## src/rtl/mcae_pkg.sv

```systemverilog
// shared widths, codes and control types of the media clock anchor engine
package mcae_pkg;

  localparam int TIME_W    = 48;
  localparam int RATE_FRAC = 16;
  localparam int RATE_W    = RATE_FRAC + 4;
  localparam int WIN_W     = 24;
  localparam int FUNC_W    = 3;
  localparam int STAT_W    = 2;
  localparam int CFG_AW    = 1;

  localparam int MAG_W   = TIME_W + 1;
  localparam int PROD_W  = MAG_W + RATE_W;
  localparam int PSUM_W  = PROD_W - RATE_FRAC + 2;
  localparam int DVD_W   = MAG_W + RATE_FRAC;
  localparam int DSUM_W  = DVD_W + 3;
  localparam int MCNT_W  = $clog2(RATE_W + 1);
  localparam int DCNT_W  = $clog2(DVD_W + 1);

  localparam int IN_DATA_W  = ((5 * TIME_W + RATE_W + 1 + 7) / 8) * 8;
  localparam int OUT_DATA_W = ((TIME_W + RATE_W + 7) / 8) * 8;

  localparam logic [FUNC_W-1:0] FN_CLEAR   = 3'd0;
  localparam logic [FUNC_W-1:0] FN_UPDATE  = 3'd1;
  localparam logic [FUNC_W-1:0] FN_SET_MAX = 3'd2;
  localparam logic [FUNC_W-1:0] FN_SET_RATE = 3'd3;
  localparam logic [FUNC_W-1:0] FN_MEDIA_Q = 3'd4;
  localparam logic [FUNC_W-1:0] FN_REAL_Q  = 3'd5;

  localparam logic [STAT_W-1:0] ST_OK       = 2'd0;
  localparam logic [STAT_W-1:0] ST_NO_ANCH  = 2'd1;
  localparam logic [STAT_W-1:0] ST_REJECTED = 2'd2;
  localparam logic [STAT_W-1:0] ST_FLUCT    = 2'd3;

  localparam logic [CFG_AW-1:0] CFG_START  = 1'b0;
  localparam logic [CFG_AW-1:0] CFG_WINDOW = 1'b1;

  localparam logic signed [TIME_W-1:0] TIME_MAX = {1'b0, {(TIME_W-1){1'b1}}};
  localparam logic signed [TIME_W-1:0] TIME_MIN = {1'b1, {(TIME_W-1){1'b0}}};
  localparam logic signed [TIME_W-1:0] TIME_NEG1 = {TIME_W{1'b1}};
  localparam logic [RATE_W-1:0] RATE_ONE   = RATE_W'(1 << RATE_FRAC);
  localparam logic [WIN_W-1:0]  WIN_RESET  = WIN_W'(10000);

  typedef struct packed {
    logic              item_load;
    logic              mul_start;
    logic              mul_sel;
    logic              nm_capture;
    logic              max_upd;
    logic              clear_anchor;
    logic              set_max;
    logic              commit;
    logic              commit_nm;
    logic              reanchor;
    logic              set_rate;
    logic              time_clear;
    logic              time_media;
    logic              med_load;
    logic              div_start;
    logic              time_div;
    logic              out_load;
    logic [STAT_W-1:0] status;
  } dp_cmd_t;

  typedef struct packed {
    logic [FUNC_W-1:0] func;
    logic              in_anchor_neg;
    logic              has_anchor;
    logic              rate_zero;
    logic              mul_busy;
    logic              proj_neg;
    logic              fluct;
    logic              div_busy;
  } dp_sts_t;

endpackage

```

## src/rtl/mcae_ctrl.sv

```systemverilog
// command sequencer of the media clock anchor engine
module mcae_ctrl (
  input  logic              clk,
  input  logic              rst_n,
  input  logic              in_tvalid,
  output logic              in_tready,
  output logic              out_tvalid,
  input  logic              out_tready,
  input  mcae_pkg::dp_sts_t sts,
  output mcae_pkg::dp_cmd_t cmd
);

  localparam logic [3:0] S_IDLE = 4'd0;
  localparam logic [3:0] S_DISP = 4'd1;
  localparam logic [3:0] S_MUL1 = 4'd2;
  localparam logic [3:0] S_USE1 = 4'd3;
  localparam logic [3:0] S_MUL2 = 4'd4;
  localparam logic [3:0] S_USE2 = 4'd5;
  localparam logic [3:0] S_DIVS = 4'd6;
  localparam logic [3:0] S_DIV  = 4'd7;
  localparam logic [3:0] S_DONE = 4'd8;

  logic [3:0]                  state_r, state_nxt;
  logic [mcae_pkg::STAT_W-1:0] st_r, st_nxt;
  logic                        out_valid_r, out_valid_nxt;

  assign in_tready  = (state_r == S_IDLE);
  assign out_tvalid = out_valid_r;

  always_comb begin
    state_nxt = state_r;
    st_nxt    = st_r;
    cmd       = '0;
    cmd.status = st_r;
    cmd.item_load = in_tvalid && (state_r == S_IDLE);
    case (state_r)
      S_IDLE: begin
        if (in_tvalid) state_nxt = S_DISP;
      end
      S_DISP: begin
        cmd.time_clear = 1'b1;
        st_nxt = mcae_pkg::ST_OK;
        state_nxt = S_DONE;
        case (sts.func)
          mcae_pkg::FN_CLEAR: cmd.clear_anchor = 1'b1;
          mcae_pkg::FN_UPDATE: begin
            if (sts.in_anchor_neg) begin
              st_nxt = mcae_pkg::ST_REJECTED;
            end else begin
              cmd.mul_start = 1'b1;
              state_nxt = S_MUL1;
            end
          end
          mcae_pkg::FN_SET_MAX: cmd.set_max = 1'b1;
          mcae_pkg::FN_SET_RATE: begin
            if (sts.has_anchor) begin
              cmd.mul_start = 1'b1;
              cmd.mul_sel = 1'b1;
              state_nxt = S_MUL1;
            end else begin
              cmd.set_rate = 1'b1;
            end
          end
          mcae_pkg::FN_MEDIA_Q: begin
            if (!sts.has_anchor) begin
              st_nxt = mcae_pkg::ST_NO_ANCH;
            end else begin
              cmd.mul_start = 1'b1;
              cmd.mul_sel = 1'b1;
              state_nxt = S_MUL1;
            end
          end
          mcae_pkg::FN_REAL_Q: begin
            if (sts.rate_zero || !sts.has_anchor) begin
              st_nxt = mcae_pkg::ST_NO_ANCH;
            end else begin
              cmd.mul_start = 1'b1;
              cmd.mul_sel = 1'b1;
              state_nxt = S_MUL1;
            end
          end
          default: st_nxt = mcae_pkg::ST_OK;
        endcase
      end
      S_MUL1: begin
        if (!sts.mul_busy) state_nxt = S_USE1;
      end
      S_USE1: begin
        state_nxt = S_DONE;
        case (sts.func)
          mcae_pkg::FN_UPDATE: begin
            if (sts.proj_neg) begin
              st_nxt = mcae_pkg::ST_REJECTED;
            end else begin
              cmd.nm_capture = 1'b1;
              cmd.max_upd = 1'b1;
              if (sts.has_anchor) begin
                cmd.mul_start = 1'b1;
                cmd.mul_sel = 1'b1;
                state_nxt = S_MUL2;
              end else begin
                cmd.commit = 1'b1;
              end
            end
          end
          mcae_pkg::FN_SET_RATE: begin
            cmd.reanchor = 1'b1;
            cmd.set_rate = 1'b1;
          end
          mcae_pkg::FN_MEDIA_Q: cmd.time_media = 1'b1;
          mcae_pkg::FN_REAL_Q: begin
            cmd.med_load = 1'b1;
            state_nxt = S_DIVS;
          end
          default: state_nxt = S_DONE;
        endcase
      end
      S_MUL2: begin
        if (!sts.mul_busy) state_nxt = S_USE2;
      end
      S_USE2: begin
        // backward step inside the window keeps the old anchor
        if (sts.fluct) begin
          st_nxt = mcae_pkg::ST_FLUCT;
        end else begin
          cmd.commit = 1'b1;
          cmd.commit_nm = 1'b1;
        end
        state_nxt = S_DONE;
      end
      S_DIVS: begin
        cmd.div_start = 1'b1;
        state_nxt = S_DIV;
      end
      S_DIV: begin
        if (!sts.div_busy) begin
          cmd.time_div = 1'b1;
          state_nxt = S_DONE;
        end
      end
      S_DONE: begin
        if (!out_valid_r || out_tready) begin
          cmd.out_load = 1'b1;
          state_nxt = S_IDLE;
        end
      end
      default: state_nxt = S_IDLE;
    endcase
  end

  always_comb begin
    out_valid_nxt = out_valid_r;
    if (cmd.out_load) out_valid_nxt = 1'b1;
    else if (out_tready) out_valid_nxt = 1'b0;
  end

  always_ff @(posedge clk) begin
    if (!rst_n) begin
      state_r     <= S_IDLE;
      st_r        <= mcae_pkg::ST_OK;
      out_valid_r <= 1'b0;
    end else begin
      state_r     <= state_nxt;
      st_r        <= st_nxt;
      out_valid_r <= out_valid_nxt;
    end
  end

endmodule

```

## src/rtl/mcae_dp.sv

```systemverilog
// datapath: clock state, serial projection multiplier and serial divider
module mcae_dp (
  input  logic                                clk,
  input  logic                                rst_n,
  input  mcae_pkg::dp_cmd_t                   cmd,
  output mcae_pkg::dp_sts_t                   sts,
  input  logic                                cfg_we,
  input  logic [mcae_pkg::CFG_AW-1:0]         cfg_addr,
  input  logic [mcae_pkg::TIME_W-1:0]         cfg_wdata,
  input  logic [mcae_pkg::FUNC_W-1:0]         in_func,
  input  logic signed [mcae_pkg::TIME_W-1:0]  in_now,
  input  logic signed [mcae_pkg::TIME_W-1:0]  in_anchor_media,
  input  logic signed [mcae_pkg::TIME_W-1:0]  in_anchor_real,
  input  logic signed [mcae_pkg::TIME_W-1:0]  in_max_media,
  input  logic [mcae_pkg::RATE_W-1:0]         in_new_rate,
  input  logic                                in_allow_past_max,
  input  logic signed [mcae_pkg::TIME_W-1:0]  in_target_media,
  output logic [mcae_pkg::STAT_W-1:0]         out_status,
  output logic signed [mcae_pkg::TIME_W-1:0]  out_time,
  output logic [mcae_pkg::RATE_W-1:0]         out_rate_now
);

  localparam int TW = mcae_pkg::TIME_W;
  localparam int RW = mcae_pkg::RATE_W;

  // latched item
  logic [mcae_pkg::FUNC_W-1:0] func_r;
  logic signed [TW-1:0] now_r, am_in_r, ar_in_r, mx_r, target_r;
  logic [RW-1:0] nrate_r;
  logic allow_r;

  // clock state and configuration
  logic signed [TW-1:0] anc_media_r, anc_real_r, max_r, start_r;
  logic [RW-1:0] rate_r;
  logic [mcae_pkg::WIN_W-1:0] win_r;

  // multiplier
  logic msel_r, mneg_r;
  logic [mcae_pkg::MAG_W-1:0] mcand_r;
  logic [RW-1:0] mr_r;
  logic [mcae_pkg::PROD_W-1:0] acc_r;
  logic [mcae_pkg::MCNT_W-1:0] mcnt_r;
  logic signed [TW-1:0] proj_r, nm_r, med_r, time_r;

  // divider
  logic dneg_r;
  logic [mcae_pkg::DVD_W-1:0] dvd_r;
  logic [RW-1:0] drem_r;
  logic [mcae_pkg::DCNT_W-1:0] dcnt_r;

  logic [mcae_pkg::STAT_W-1:0] ostat_r;
  logic signed [TW-1:0] otime_r;
  logic [RW-1:0] orate_r;

  function automatic logic signed [TW-1:0] media_at(
    input logic signed [TW-1:0] m,
    input logic                 allow,
    input logic signed [TW-1:0] mx,
    input logic signed [TW-1:0] st
  );
    logic signed [TW-1:0] r;
    r = m;
    if (r > mx && !allow) r = mx;
    if (r < st) r = st;
    if (r < 0) r = '0;
    return r;
  endfunction

  // projection operands
  logic signed [TW-1:0] p_base, p_ref;
  logic signed [TW:0] p_diff;
  logic [mcae_pkg::MAG_W-1:0] p_mag;
  logic [mcae_pkg::PROD_W-1:0] acc_nxt;
  logic signed [mcae_pkg::PSUM_W-1:0] p_bx, p_px, p_sum;
  logic signed [TW-1:0] proj_nxt;

  assign p_base = msel_r ? anc_media_r : am_in_r;
  assign p_ref  = msel_r ? anc_real_r : ar_in_r;
  assign p_diff = {now_r[TW-1], now_r} - {p_ref[TW-1], p_ref};
  assign p_mag  = p_diff[TW] ? mcae_pkg::MAG_W'(-p_diff) : mcae_pkg::MAG_W'(p_diff);
  assign acc_nxt = {acc_r[mcae_pkg::PROD_W-2:0], 1'b0}
                 + (mr_r[RW-1] ? mcae_pkg::PROD_W'(mcand_r) : '0);

  always_comb begin
    p_bx  = mcae_pkg::PSUM_W'(p_base);
    p_px  = $signed({2'b00, acc_r[mcae_pkg::PROD_W-1:mcae_pkg::RATE_FRAC]});
    p_sum = mneg_r ? p_bx - p_px : p_bx + p_px;
    if (p_sum > mcae_pkg::PSUM_W'(mcae_pkg::TIME_MAX)) proj_nxt = mcae_pkg::TIME_MAX;
    else if (p_sum < mcae_pkg::PSUM_W'(mcae_pkg::TIME_MIN)) proj_nxt = mcae_pkg::TIME_MIN;
    else proj_nxt = p_sum[TW-1:0];
  end

  // fluctuation window test against the old projection
  logic signed [TW:0] low_w;
  logic signed [TW-1:0] low;
  assign low_w = {proj_r[TW-1], proj_r} - $signed({1'b0, (TW)'(win_r)});
  assign low = (low_w < (TW+1)'(mcae_pkg::TIME_MIN)) ? mcae_pkg::TIME_MIN : low_w[TW-1:0];

  // divider step and final sum
  logic [RW:0] d_try;
  logic d_ge;
  logic signed [TW:0] d_diff;
  logic [mcae_pkg::DVD_W:0] d_q;
  logic signed [mcae_pkg::DSUM_W-1:0] d_nx, d_qx, d_sum;
  logic signed [TW-1:0] div_res;

  assign d_try  = {drem_r, dvd_r[mcae_pkg::DVD_W-1]};
  assign d_ge   = d_try >= {1'b0, rate_r};
  assign d_diff = {target_r[TW-1], target_r} - {med_r[TW-1], med_r};

  always_comb begin
    // floor for negative quotients
    d_q   = {1'b0, dvd_r} + (mcae_pkg::DVD_W+1)'(dneg_r && (drem_r != '0));
    d_nx  = mcae_pkg::DSUM_W'(now_r);
    d_qx  = $signed({2'b00, d_q});
    d_sum = dneg_r ? d_nx - d_qx : d_nx + d_qx;
    if (d_sum > mcae_pkg::DSUM_W'(mcae_pkg::TIME_MAX)) div_res = mcae_pkg::TIME_MAX;
    else if (d_sum < mcae_pkg::DSUM_W'(mcae_pkg::TIME_MIN)) div_res = mcae_pkg::TIME_MIN;
    else div_res = d_sum[TW-1:0];
  end

  assign sts.func          = func_r;
  assign sts.in_anchor_neg = am_in_r[TW-1] | ar_in_r[TW-1];
  assign sts.has_anchor    = (anc_real_r != mcae_pkg::TIME_NEG1);
  assign sts.rate_zero     = (rate_r == '0);
  assign sts.mul_busy      = (mcnt_r != '0);
  assign sts.proj_neg      = proj_r[TW-1];
  assign sts.fluct         = (nm_r < proj_r) && (nm_r > low);
  assign sts.div_busy      = (dcnt_r != '0);

  assign out_status   = ostat_r;
  assign out_time     = otime_r;
  assign out_rate_now = orate_r;

  // payload registers
  always_ff @(posedge clk) begin
    if (cmd.item_load) begin
      func_r   <= in_func;
      now_r    <= in_now;
      am_in_r  <= in_anchor_media;
      ar_in_r  <= in_anchor_real;
      mx_r     <= in_max_media;
      nrate_r  <= in_new_rate;
      allow_r  <= in_allow_past_max;
      target_r <= in_target_media;
    end
    proj_r <= proj_nxt;
    if (cmd.mul_start) begin
      msel_r <= cmd.mul_sel;
    end
    if (cmd.nm_capture) nm_r <= proj_r;
    if (cmd.med_load) med_r <= media_at(proj_r, 1'b1, max_r, start_r);
    if (cmd.time_clear) time_r <= '0;
    else if (cmd.time_media) time_r <= media_at(proj_r, allow_r, max_r, start_r);
    else if (cmd.time_div) time_r <= div_res;
    if (cmd.out_load) begin
      ostat_r <= cmd.status;
      otime_r <= time_r;
      orate_r <= rate_r;
    end
  end

  // multiplier operands are taken in the cycle after the select is set
  logic mload_r;
  always_ff @(posedge clk) begin
    if (!rst_n) begin
      mload_r <= 1'b0;
      mcnt_r  <= '0;
      dcnt_r  <= '0;
    end else begin
      mload_r <= cmd.mul_start;
      if (cmd.mul_start) mcnt_r <= mcae_pkg::MCNT_W'(RW + 1);
      else if (mcnt_r != '0) mcnt_r <= mcnt_r - 1'b1;
      if (cmd.div_start) dcnt_r <= mcae_pkg::DCNT_W'(mcae_pkg::DVD_W);
      else if (dcnt_r != '0) dcnt_r <= dcnt_r - 1'b1;
    end
  end

  always_ff @(posedge clk) begin
    if (mload_r) begin
      mneg_r  <= p_diff[TW];
      mcand_r <= p_mag;
      mr_r    <= rate_r;
      acc_r   <= '0;
    end else if (mcnt_r != '0) begin
      acc_r <= acc_nxt;
      mr_r  <= {mr_r[RW-2:0], 1'b0};
    end
    if (cmd.div_start) begin
      dneg_r <= d_diff[TW];
      dvd_r  <= {(d_diff[TW] ? mcae_pkg::MAG_W'(-d_diff) : mcae_pkg::MAG_W'(d_diff)),
                 {mcae_pkg::RATE_FRAC{1'b0}}};
      drem_r <= '0;
    end else if (dcnt_r != '0) begin
      drem_r <= d_ge ? RW'(d_try - {1'b0, rate_r}) : d_try[RW-1:0];
      dvd_r  <= {dvd_r[mcae_pkg::DVD_W-2:0], d_ge};
    end
  end

  // clock state and configuration
  always_ff @(posedge clk) begin
    if (!rst_n) begin
      anc_media_r <= mcae_pkg::TIME_NEG1;
      anc_real_r  <= mcae_pkg::TIME_NEG1;
      max_r       <= mcae_pkg::TIME_MAX;
      rate_r      <= mcae_pkg::RATE_ONE;
      start_r     <= mcae_pkg::TIME_NEG1;
      win_r       <= mcae_pkg::WIN_RESET;
    end else begin
      if (cfg_we) begin
        case (cfg_addr)
          mcae_pkg::CFG_START:  start_r <= cfg_wdata;
          mcae_pkg::CFG_WINDOW: win_r <= cfg_wdata[mcae_pkg::WIN_W-1:0];
          default: win_r <= win_r;
        endcase
      end
      if (cmd.clear_anchor) begin
        anc_media_r <= mcae_pkg::TIME_NEG1;
        anc_real_r  <= mcae_pkg::TIME_NEG1;
      end else if (cmd.commit) begin
        anc_media_r <= cmd.commit_nm ? nm_r : proj_r;
        anc_real_r  <= now_r;
      end else if (cmd.reanchor) begin
        anc_media_r <= proj_r[TW-1] ? '0 : proj_r;
        anc_real_r  <= now_r;
      end
      if (cmd.set_max) max_r <= mx_r;
      else if (cmd.max_upd && (mx_r != mcae_pkg::TIME_NEG1)) max_r <= mx_r;
      if (cmd.set_rate) rate_r <= nrate_r;
    end
  end

endmodule

```

## src/rtl/media_clock_anchor_engine.sv

```systemverilog
// top level of the media clock anchor engine
// Usage: each command item on the in_ channel (kind in in_tuser) gives exactly
// one result item on the out_ channel (status in out_tuser, time and current
// rate in out_tdata). The cfg_ port writes the start-time clamp (index 0) and
// the fluctuation window (index 1); the user must write them only while the
// block is idle, which the block does not enforce. Clear, set max, set rate
// without an anchor and unused commands need no arithmetic; set rate with an
// anchor and media queries run one projection, real-time queries one and a
// division, anchor updates up to two. Each projection runs a bit-serial
// multiplier over the 20 rate bits; the reverse query adds a restoring divider
// that makes one quotient bit per cycle over 65 bits. One item is processed at
// a time; in_tready is high only while the sequencer is idle.
// A finished result sits in an output register, so a new item may be accepted
// while the receiver stalls; the next result then waits until that slot frees.
// Reset (rst_n low at a clock edge) removes the anchor, sets the maximum to the
// largest time, the rate to normal speed, the start clamp to -1 and the window
// to 10000, and drops any pending result.
module media_clock_anchor_engine (
  input  logic                                clk,
  input  logic                                rst_n,
  input  logic                                in_tvalid,
  output logic                                in_tready,
  // now_us, anchor_media_us, anchor_real_us, max_media_us, new_rate,
  // allow_past_max, target_media_us, zero pad
  input  logic [mcae_pkg::IN_DATA_W-1:0]      in_tdata,
  // func
  input  logic [mcae_pkg::FUNC_W-1:0]         in_tuser,
  output logic                                out_tvalid,
  input  logic                                out_tready,
  // time_us, rate_now, zero pad
  output logic [mcae_pkg::OUT_DATA_W-1:0]     out_tdata,
  // status
  output logic [mcae_pkg::STAT_W-1:0]         out_tuser,
  input  logic                                cfg_we,
  input  logic [mcae_pkg::CFG_AW-1:0]         cfg_addr,
  input  logic [mcae_pkg::TIME_W-1:0]         cfg_wdata
);

  localparam int TW = mcae_pkg::TIME_W;
  localparam int RW = mcae_pkg::RATE_W;

  mcae_pkg::dp_cmd_t cmd;
  mcae_pkg::dp_sts_t sts;
  logic signed [TW-1:0] out_time;
  logic [RW-1:0] out_rate;

  mcae_ctrl u_ctrl (
    .clk        (clk),
    .rst_n      (rst_n),
    .in_tvalid  (in_tvalid),
    .in_tready  (in_tready),
    .out_tvalid (out_tvalid),
    .out_tready (out_tready),
    .sts        (sts),
    .cmd        (cmd)
  );

  mcae_dp u_dp (
    .clk               (clk),
    .rst_n             (rst_n),
    .cmd               (cmd),
    .sts               (sts),
    .cfg_we            (cfg_we),
    .cfg_addr          (cfg_addr),
    .cfg_wdata         (cfg_wdata),
    .in_func           (in_tuser),
    .in_now            (in_tdata[TW-1:0]),
    .in_anchor_media   (in_tdata[2*TW-1:TW]),
    .in_anchor_real    (in_tdata[3*TW-1:2*TW]),
    .in_max_media      (in_tdata[4*TW-1:3*TW]),
    .in_new_rate       (in_tdata[4*TW+RW-1:4*TW]),
    .in_allow_past_max (in_tdata[4*TW+RW]),
    .in_target_media   (in_tdata[5*TW+RW:4*TW+RW+1]),
    .out_status        (out_tuser),
    .out_time          (out_time),
    .out_rate_now      (out_rate)
  );

  assign out_tdata = {{(mcae_pkg::OUT_DATA_W - TW - RW){1'b0}}, out_rate, out_time};

  a_busy_after_accept: assert property (@(posedge clk) disable iff (!rst_n)
    in_tvalid && in_tready |=> !in_tready)
    else $error("engine accepted a second item without finishing the first");

  a_units_exclusive: assert property (@(posedge clk) disable iff (!rst_n)
    !(sts.mul_busy && sts.div_busy))
    else $error("multiplier and divider active together");

  a_time_zero_on_error: assert property (@(posedge clk) disable iff (!rst_n)
    out_tvalid && (out_tuser != mcae_pkg::ST_OK) |-> (out_tdata[TW-1:0] == '0))
    else $error("non-zero time on a failed command");

  a_result_needs_item: assert property (@(posedge clk) disable iff (!rst_n)
    $rose(out_tvalid) |-> !in_tready || $past(cmd.out_load))
    else $error("result raised without a command");

endmodule

```

## config.mk

```make
export PLATFORM = sky130hd
export DESIGN_NAME = media_clock_anchor_engine
export DESIGN_NICKNAME = d
export VERILOG_FILES = /design/src/rtl/mcae_pkg.sv /design/src/rtl/mcae_ctrl.sv /design/src/rtl/mcae_dp.sv /design/src/rtl/media_clock_anchor_engine.sv
export SDC_FILE = /design/constraint.sdc
export NUM_CORES = 2
export LEC_CHECK = 0
export BUFFER_PORTS_ARGS = -buffer_cell sky130_fd_sc_hd__clkbuf_2
export CORE_UTILIZATION = 40
export DETAILED_ROUTE_END_ITERATION = 6
export GPL_ROUTABILITY_DRIVEN = 0
export GPL_TIMING_DRIVEN = 0
export SYNTH_ARGS = -nofsm -noshare
export SYNTH_HDL_FRONTEND = slang
export SYNTH_SLANG_ARGS = --single-unit
```

## constraint.sdc

```tcl
create_clock -name clk -period 11.6 [get_ports clk]
set_input_delay 2.32 -clock clk [delete_from_list [all_inputs] [get_ports clk]]
set_output_delay 2.32 -clock clk [all_outputs]
set_load 0.02 [all_outputs]
```

Word level (Yosys, flattened, before mapping). Cells that the tools add are included.

Register bits after elaboration: 1008. Input bits: 321. Output and inout port bits: 76. Logic and storage cells: 217.

Add/subtract/negate cells: 14. Magnitude comparators: 13. Equal/unequal tests: 23. Multiplexer cells: 93. Bitwise logic cells: 3. Reductions and logical operators: 32.

Operator list (count): 48-bit 2-to-1 mux (25); 48-bit < comparator (3); 65-bit 2-to-1 mux (2); 49-bit 2-to-1 mux (2); 49-bit negator (2); 48-bit by 48-bit subtractor with 49-bit output (2); 48-bit > comparator (2); 48-bit by 1-bit < comparator with 1-bit output, second input constant (2); 48-bit by 1-bit inequality test with 1-bit output, second input constant (2); 69-bit adder (1); 48-bit by 67-bit adder with 68-bit output (1); 68-bit by 48-bit > comparator with 1-bit output, second input constant (1); 68-bit by 48-bit < comparator with 1-bit output, second input constant (1); 68-bit 2-to-1 mux (1); 48-bit by 67-bit subtractor with 68-bit output (1); 65-bit by 1-bit adder with 66-bit output (1); 20-bit 2-to-1 mux (3); 48-bit by 54-bit adder with 55-bit output (1); 55-bit by 48-bit > comparator with 1-bit output, second input constant (1); 55-bit by 48-bit < comparator with 1-bit output, second input constant (1); 55-bit 2-to-1 mux (1); 48-bit by 54-bit subtractor with 55-bit output (1); 49-bit by 48-bit < comparator with 1-bit output, second input constant (1); 48-bit by 25-bit subtractor with 49-bit output (1); other kinds (43) (119).

Depth between registers and ports, before layout.
Depth in word-level cells: 12. Mapped depth: 38. Depth with buffers taken out: 31.

By module. A second synthesis with hierarchy kept.

Cell total of the unflattened synthesis: 7839. Area total of the unflattened synthesis: 69505.4 sq um.

Modules (own cells, without submodules): mcae_dp (instances 1, cells an instance 7722, area each 68642.1 sq um, sequential area each 25554.5 sq um); mcae_ctrl (instances 1, cells an instance 112, area each 829.5 sq um, sequential area each 140.1 sq um); media_clock_anchor_engine (instances 1, cells an instance 5, area each 33.8 sq um, sequential area each 0.0 sq um).

Worst setup path after synthesis. Ideal clock, no wire load.

Path type: in2reg. From: input port in_tvalid. To: register u_dp.allow_r (enable). Library setup time: 0.657 ns. Data arrival time: 8.284 ns. Setup slack: 2.659 ns. Stages on the path: 1. Path buffers: 0. Path through: and2_1.

Longest elaborated chain between the ends: 1.

RTL lines: from (decl) (RTL line media_clock_anchor_engine.sv:21) `input logic in_tvalid,`; 1-bit logical AND (RTL line mcae_ctrl.sv:35) `cmd.item_load = in_tvalid && (state_r == S_IDLE);`; to (signal assigned) (RTL line mcae_dp.sv:144) `allow_r <= in_allow_past_max;`; to (decl) (RTL line mcae_dp.sv:30) `logic allow_r;`.

Every way passes these cells. A chain may end at the register's enable or synchronous reset.

Worst setup path in the final report.
From: register u_dp.dneg_r. To: register u_dp.time_r[0].

Longest elaborated chain between the ends: 9. Elaborated cells on any way between the ends: 11.

RTL lines: from (decl) (RTL line mcae_dp.sv:46) `logic dneg_r;`; from (signal assigned) (RTL line mcae_dp.sv:190) `dneg_r <= d_diff[TW];`; 1-bit logical AND (RTL line mcae_dp.sv:113) `d_q = {1'b0, dvd_r} + (mcae_pkg::DVD_W+1)'(dneg_r && (drem_r != '0));`; 65-bit by 1-bit adder with 66-bit output (RTL line mcae_dp.sv:113); 48-bit by 67-bit adder with 68-bit output or 48-bit by 67-bit subtractor with 68-bit output (tied branches) (RTL line mcae_dp.sv:116) `d_sum = dneg_r ? d_nx - d_qx : d_nx + d_qx;`; 68-bit 2-to-1 mux * (RTL line mcae_dp.sv:116); 68-bit by 48-bit < comparator with 1-bit output (RTL line mcae_dp.sv:118) `else if (d_sum < mcae_pkg::DSUM_W'(mcae_pkg::TIME_MIN)) div_res = mcae_pkg::TIME_MIN;`; 48-bit 2-to-1 mux (RTL line mcae_dp.sv:118); 48-bit 2-to-1 mux * (RTL line mcae_dp.sv:117) `if (d_sum > mcae_pkg::DSUM_W'(mcae_pkg::TIME_MAX)) div_res = mcae_pkg::TIME_MAX;`; 48-bit 2-to-1 mux * (RTL line mcae_dp.sv:155) `else if (cmd.time_div) time_r <= div_res;`; 48-bit 2-to-1 mux * (RTL line mcae_dp.sv:154) `else if (cmd.time_media) time_r <= media_at(proj_r, allow_r, max_r, start_r);`; to (signal assigned) (RTL line mcae_dp.sv:154); to (signal assigned) (RTL line mcae_dp.sv:155); to (decl) (RTL line mcae_dp.sv:43) `logic signed [TW-1:0] proj_r, nm_r, med_r, time_r;`.

Every way passes the cells marked *; elsewhere a longest branch is shown, timed or not. The select of a mux whose other input is x is not followed.

==> results.sh <==
export IMPL_outcome="complete, but fails checks"
export IMPL_failed_checks="design-rule violations, max-capacitance violations, max-slew violations"
export IMPL_syn_avg_cell_area_um2=8.776
export IMPL_ys_seq_area_share_pct=36.60
export IMPL_die_x_um=420.9
export IMPL_setup_viol=0
export IMPL_ys_ff_latch=1008
export IMPL_synth_compound_area_share_pct=19.30
export IMPL_synth_xor_area_share_pct=7.095
export IMPL_post_cts_buffers=0
export IMPL_fin_worst_skew_ns=0.06117
export IMPL_cts_hold_buffers=0
export IMPL_worst_hold_path_num_cells=0
export IMPL_io_buffers=388
export IMPL_min_period_ns=11.34
export IMPL_dieArea_mm2=0.1772
export IMPL_r2r_cells=34
export IMPL_p_leak_uw=0.03294
export IMPL_clkTransAtPathRegs_ns=0.07
export IMPL_min_path_type="flip-flop to flip-flop"
export IMPL_synth_area_mm2=0.07020
export IMPL_cts_root_buf="clkbuf_16"
export IMPL_ys_flop_type="edfxtp_1"
export IMPL_tightest_slew_ns=1.585
export IMPL_ioPinCount=397
export IMPL_syn2layout_area_growth_pct=12.69
export IMPL_drc=38
export IMPL_firstDrtPassIters=7
export IMPL_rows=153
export IMPL_cp_top_family="simple AND/OR/NAND/NOR gates"
export IMPL_synthMuxAreaShare_pct=4.431
export IMPL_cp_slowest_cell="nor4_2"
export IMPL_clock_sinks=1008
export IMPL_yosysTopAreaCellShare_pct=23.57
export IMPL_wl_mm=275.0
export IMPL_insertion_delay_ns=0.78
export IMPL_layout_commonest_cell="nand2_1"
export IMPL_hp_start="u_dp.time_r[24]$_SDFFE_PP0P_"
export IMPL_yosys_area_share_simple_pct=18.00
export IMPL_cts_path_max_buffers=3
export IMPL_grt_usage_pct=29.82
export IMPL_post_synth_fa_ha_maj_area_fraction_pct=10.09
export IMPL_synth_area_leader_cell="edfxtp_1"
export IMPL_vias=65180
export IMPL_dp_hpwl_mm=221.4
export IMPL_min_period_over_period_pct=97.72
export IMPL_ff2ff_setup_slack_ns=0.26
export IMPL_n_fill_cell=16950
export IMPL_power_density_mw_per_mm2=233.2
export IMPL_cts_buffers_inserted=111
export IMPL_critical_path_depth=34
export IMPL_critPathLaunchType="flip-flop"
export IMPL_grt_max_degree=65
export IMPL_irDropWorstVdd_uv=174.9
export IMPL_slew_violations=3
export IMPL_synth_edf_count=551
export IMPL_dieHeight_um=420.9
export IMPL_min_to="u_dp.out_time[24]$_DFFE_PP_"
export IMPL_final_area_mm2=0.07911
export IMPL_start_util_pct=40.34
export IMPL_synth_warnings=0
export IMPL_drt_iter0_drc=7679
export IMPL_htree_num_levels=3
export IMPL_async_flop_share_pct=0
export IMPL_rr_endpoint="u_dp.time_r[0]$_SDFFE_PP0P_"
export IMPL_layout_drive_gt1_share_pct=9.282
export IMPL_maxCapViolCount=1
export IMPL_slowest_delay_ns=0.73
export IMPL_power_uw=18450
export IMPL_grt_pass1_vias=60730
export IMPL_critPathKind="flip-flop to flip-flop"
export IMPL_vias_per_cell=5.951
export IMPL_antenna_found_initial=21
export IMPL_grt_ovfl_total=0
export IMPL_grt_pass1_wl_mm=396.4
export IMPL_cts_tree="done"
export IMPL_cp_end_kind="flip-flop"
export IMPL_synth_top_family_by_area="compound AO/OA/AOI/OAI gates"
export IMPL_worst_endpoint_arrival_ns=11.97
export IMPL_ant_nets=0
export IMPL_postSynthCellCount=8000
export IMPL_fin_nets=9406
export IMPL_dpl_instance_area_mm2=0.07536
export IMPL_relSlewSlack_pct=-6.617
export IMPL_fmax_ghz=0.08822
export IMPL_core_area_mm2=0.1740
export IMPL_path_max_fanout=10
export IMPL_r2r_start="u_dp.dneg_r$_DFFE_PP_"
export IMPL_ys_top_cells_by_area="edfxtp_1 (24%), dfxtp_1 (13%), ha_1 (9.9%)"
export IMPL_hold_violations=0
export IMPL_wl_per_cell_um=25.11
export IMPL_yosysUniqueCellTypes=109
export IMPL_layout_common_cells="nand2_1 (1068), a21oi_1 (641), ha_1 (555)"
export IMPL_cp_required_ns=12.24
export IMPL_crit_buf_inv=5
## registers in the layout (all words and copies together) (netlist names), 7 cells and up
| name | count |
|---|---|
| u_dp.acc_r | 69 |
| u_dp.dvd_r | 65 |
| u_dp.mcand_r | 49 |
| u_dp.am_in_r | 48 |
| u_dp.anc_media_r | 48 |
| u_dp.anc_real_r | 48 |
| u_dp.ar_in_r | 48 |
| u_dp.max_r | 48 |
| u_dp.med_r | 48 |
| u_dp.mx_r | 48 |
| u_dp.nm_r | 48 |
| u_dp.now_r | 48 |
| u_dp.out_time | 48 |
| u_dp.proj_r | 48 |
| u_dp.start_r | 48 |
| u_dp.target_r | 48 |
| u_dp.time_r | 48 |
| u_dp.win_r | 24 |
| u_dp.drem_r | 20 |
| u_dp.mr_r | 20 |
| u_dp.nrate_r | 20 |
| u_dp.out_rate_now | 20 |
| u_dp.rate_r | 20 |
| u_dp.dcnt_r | 7 |
## worst register-to-register path: cells and delay by family, from the launching register on
family / cells / cell delay, ns
flip-flops: 1 / 0.40
adder cells (fa/ha/maj): 3 / 0.73
buffers and inverters: 5 / 1.55
XOR/XNOR: 1 / 0.36
AND/OR/NAND/NOR: 13 / 4.51
AO/OA/AOI/OAI: 12 / 3.71
## Yosys cell counts (178+ instances only)
cell	n
o21ai_0	478
dfxtp_1	457
a21oi_1	641
a21o_1	234
nand3_1	210
clkbuf_1	353
xnor2_1	388
nor2_1	399
ha_1	555
mux2i_1	232
nand2_1	1068
edfxtp_1	551
inv_1	389
xor2_1	178
## metrics by stage
| step | util (%) | std cells | hold slack (ns) | TNS [ns] | setup WS (ns) |
|---|---|---|---|---|---|
| final | 45.46 | 10950 | 0.4353 | 0 | 0.2650 |
| after global routing | 45.46 | 10950 | 0.4528 | -0.007306 | -0.005584 |
| after CTS | 45.43 | 10940 | 0.4328 | 0 | 0.08953 |
| after detailed placement | 43.31 | 10730 | 0.4147 | -8.557 | -0.3467 |
| after global placement | 43.14 | 10720 | 0.4205 | -373.12 | -1.593 |
| after floorplan | - | 8004 | 0.4030 | 0 | 2.659 |
## layer usage
metal / vias up / track usage (%) / routed length, um
met2: 3191 / 44.68 / 116300
met1: 31040 / 38.13 / 109900
met5: - / 0 / 46
met3: 762 / 5.191 / 24340
met4: 6 / 22.94 / 24460
li1: 30180 / - / -
## layout make-up
class	instances	area [um^2]	area share (%)
buffer	414	1684	2.129
multi-input combinational	6193	41450	52.40
clock buffer	153	3088	3.903
clock inverter	56	581.8	0.7354
sequential	1008	25700	32.48
antenna	10	25.02	0.03163
tap	2325	2909	3.677
inverter	389	1460	1.846
timing repair buffer	406	2217	2.803
## report_power, final
| group | leakage (uW) | switching [uW] | total, uW | internal (uW) |
|---|---|---|---|---|
| combinational | 0.0221 | 5880 | 9340 | 3460 |
| sequential | 0.00903 | 1040 | 5490 | 4450 |
| clock | 0.00178 | 1570 | 3620 | 2050 |
## kinds of logic (layout without fill, tap and decap cells)
group           count (synthesis)  in the layout
simple gates                 2615           2615
compound gates               2142           2142
flops                        1008           1008
buf+inv                       803           1418
xor+xnor                      567            567
fa+ha+maj                     562            562
mux                           302            302
other cells                     1             15
## worst max-delay path by stage
| stage | startpoint | endpoint | slack [ns] |
|---|---|---|---|
| after floorplan | in_tvalid | u_dp.allow_r$_DFFE_PP_ | 2.66 |
| final | u_dp.dneg_r$_DFFE_PP_ | u_dp.time_r[0]$_SDFFE_PP0P_ | 0.26 |
| after global routing | u_dp.dneg_r$_DFFE_PP_ | u_dp.time_r[22]$_SDFFE_PP0P_ | -0.006 |
| after CTS | u_dp.dneg_r$_DFFE_PP_ | u_dp.time_r[0]$_SDFFE_PP0P_ | 0.09 |
| after detailed placement | u_dp.dneg_r$_DFFE_PP_ | u_dp.time_r[0]$_SDFFE_PP0P_ | -0.35 |
| after global placement | u_dp.func_r[0]$_DFFE_PP_ | u_dp.anc_real_r[19]$_SDFFE_PP1P_ | -1.59 |
## timing repair
item / 4_1_cts / 5_1_grt
setup endpoints to repair: 47 / 47
resized for setup: 2 / 8
gates cloned: 0 / 0
Note: power is estimated with default switching activity, not from simulation.
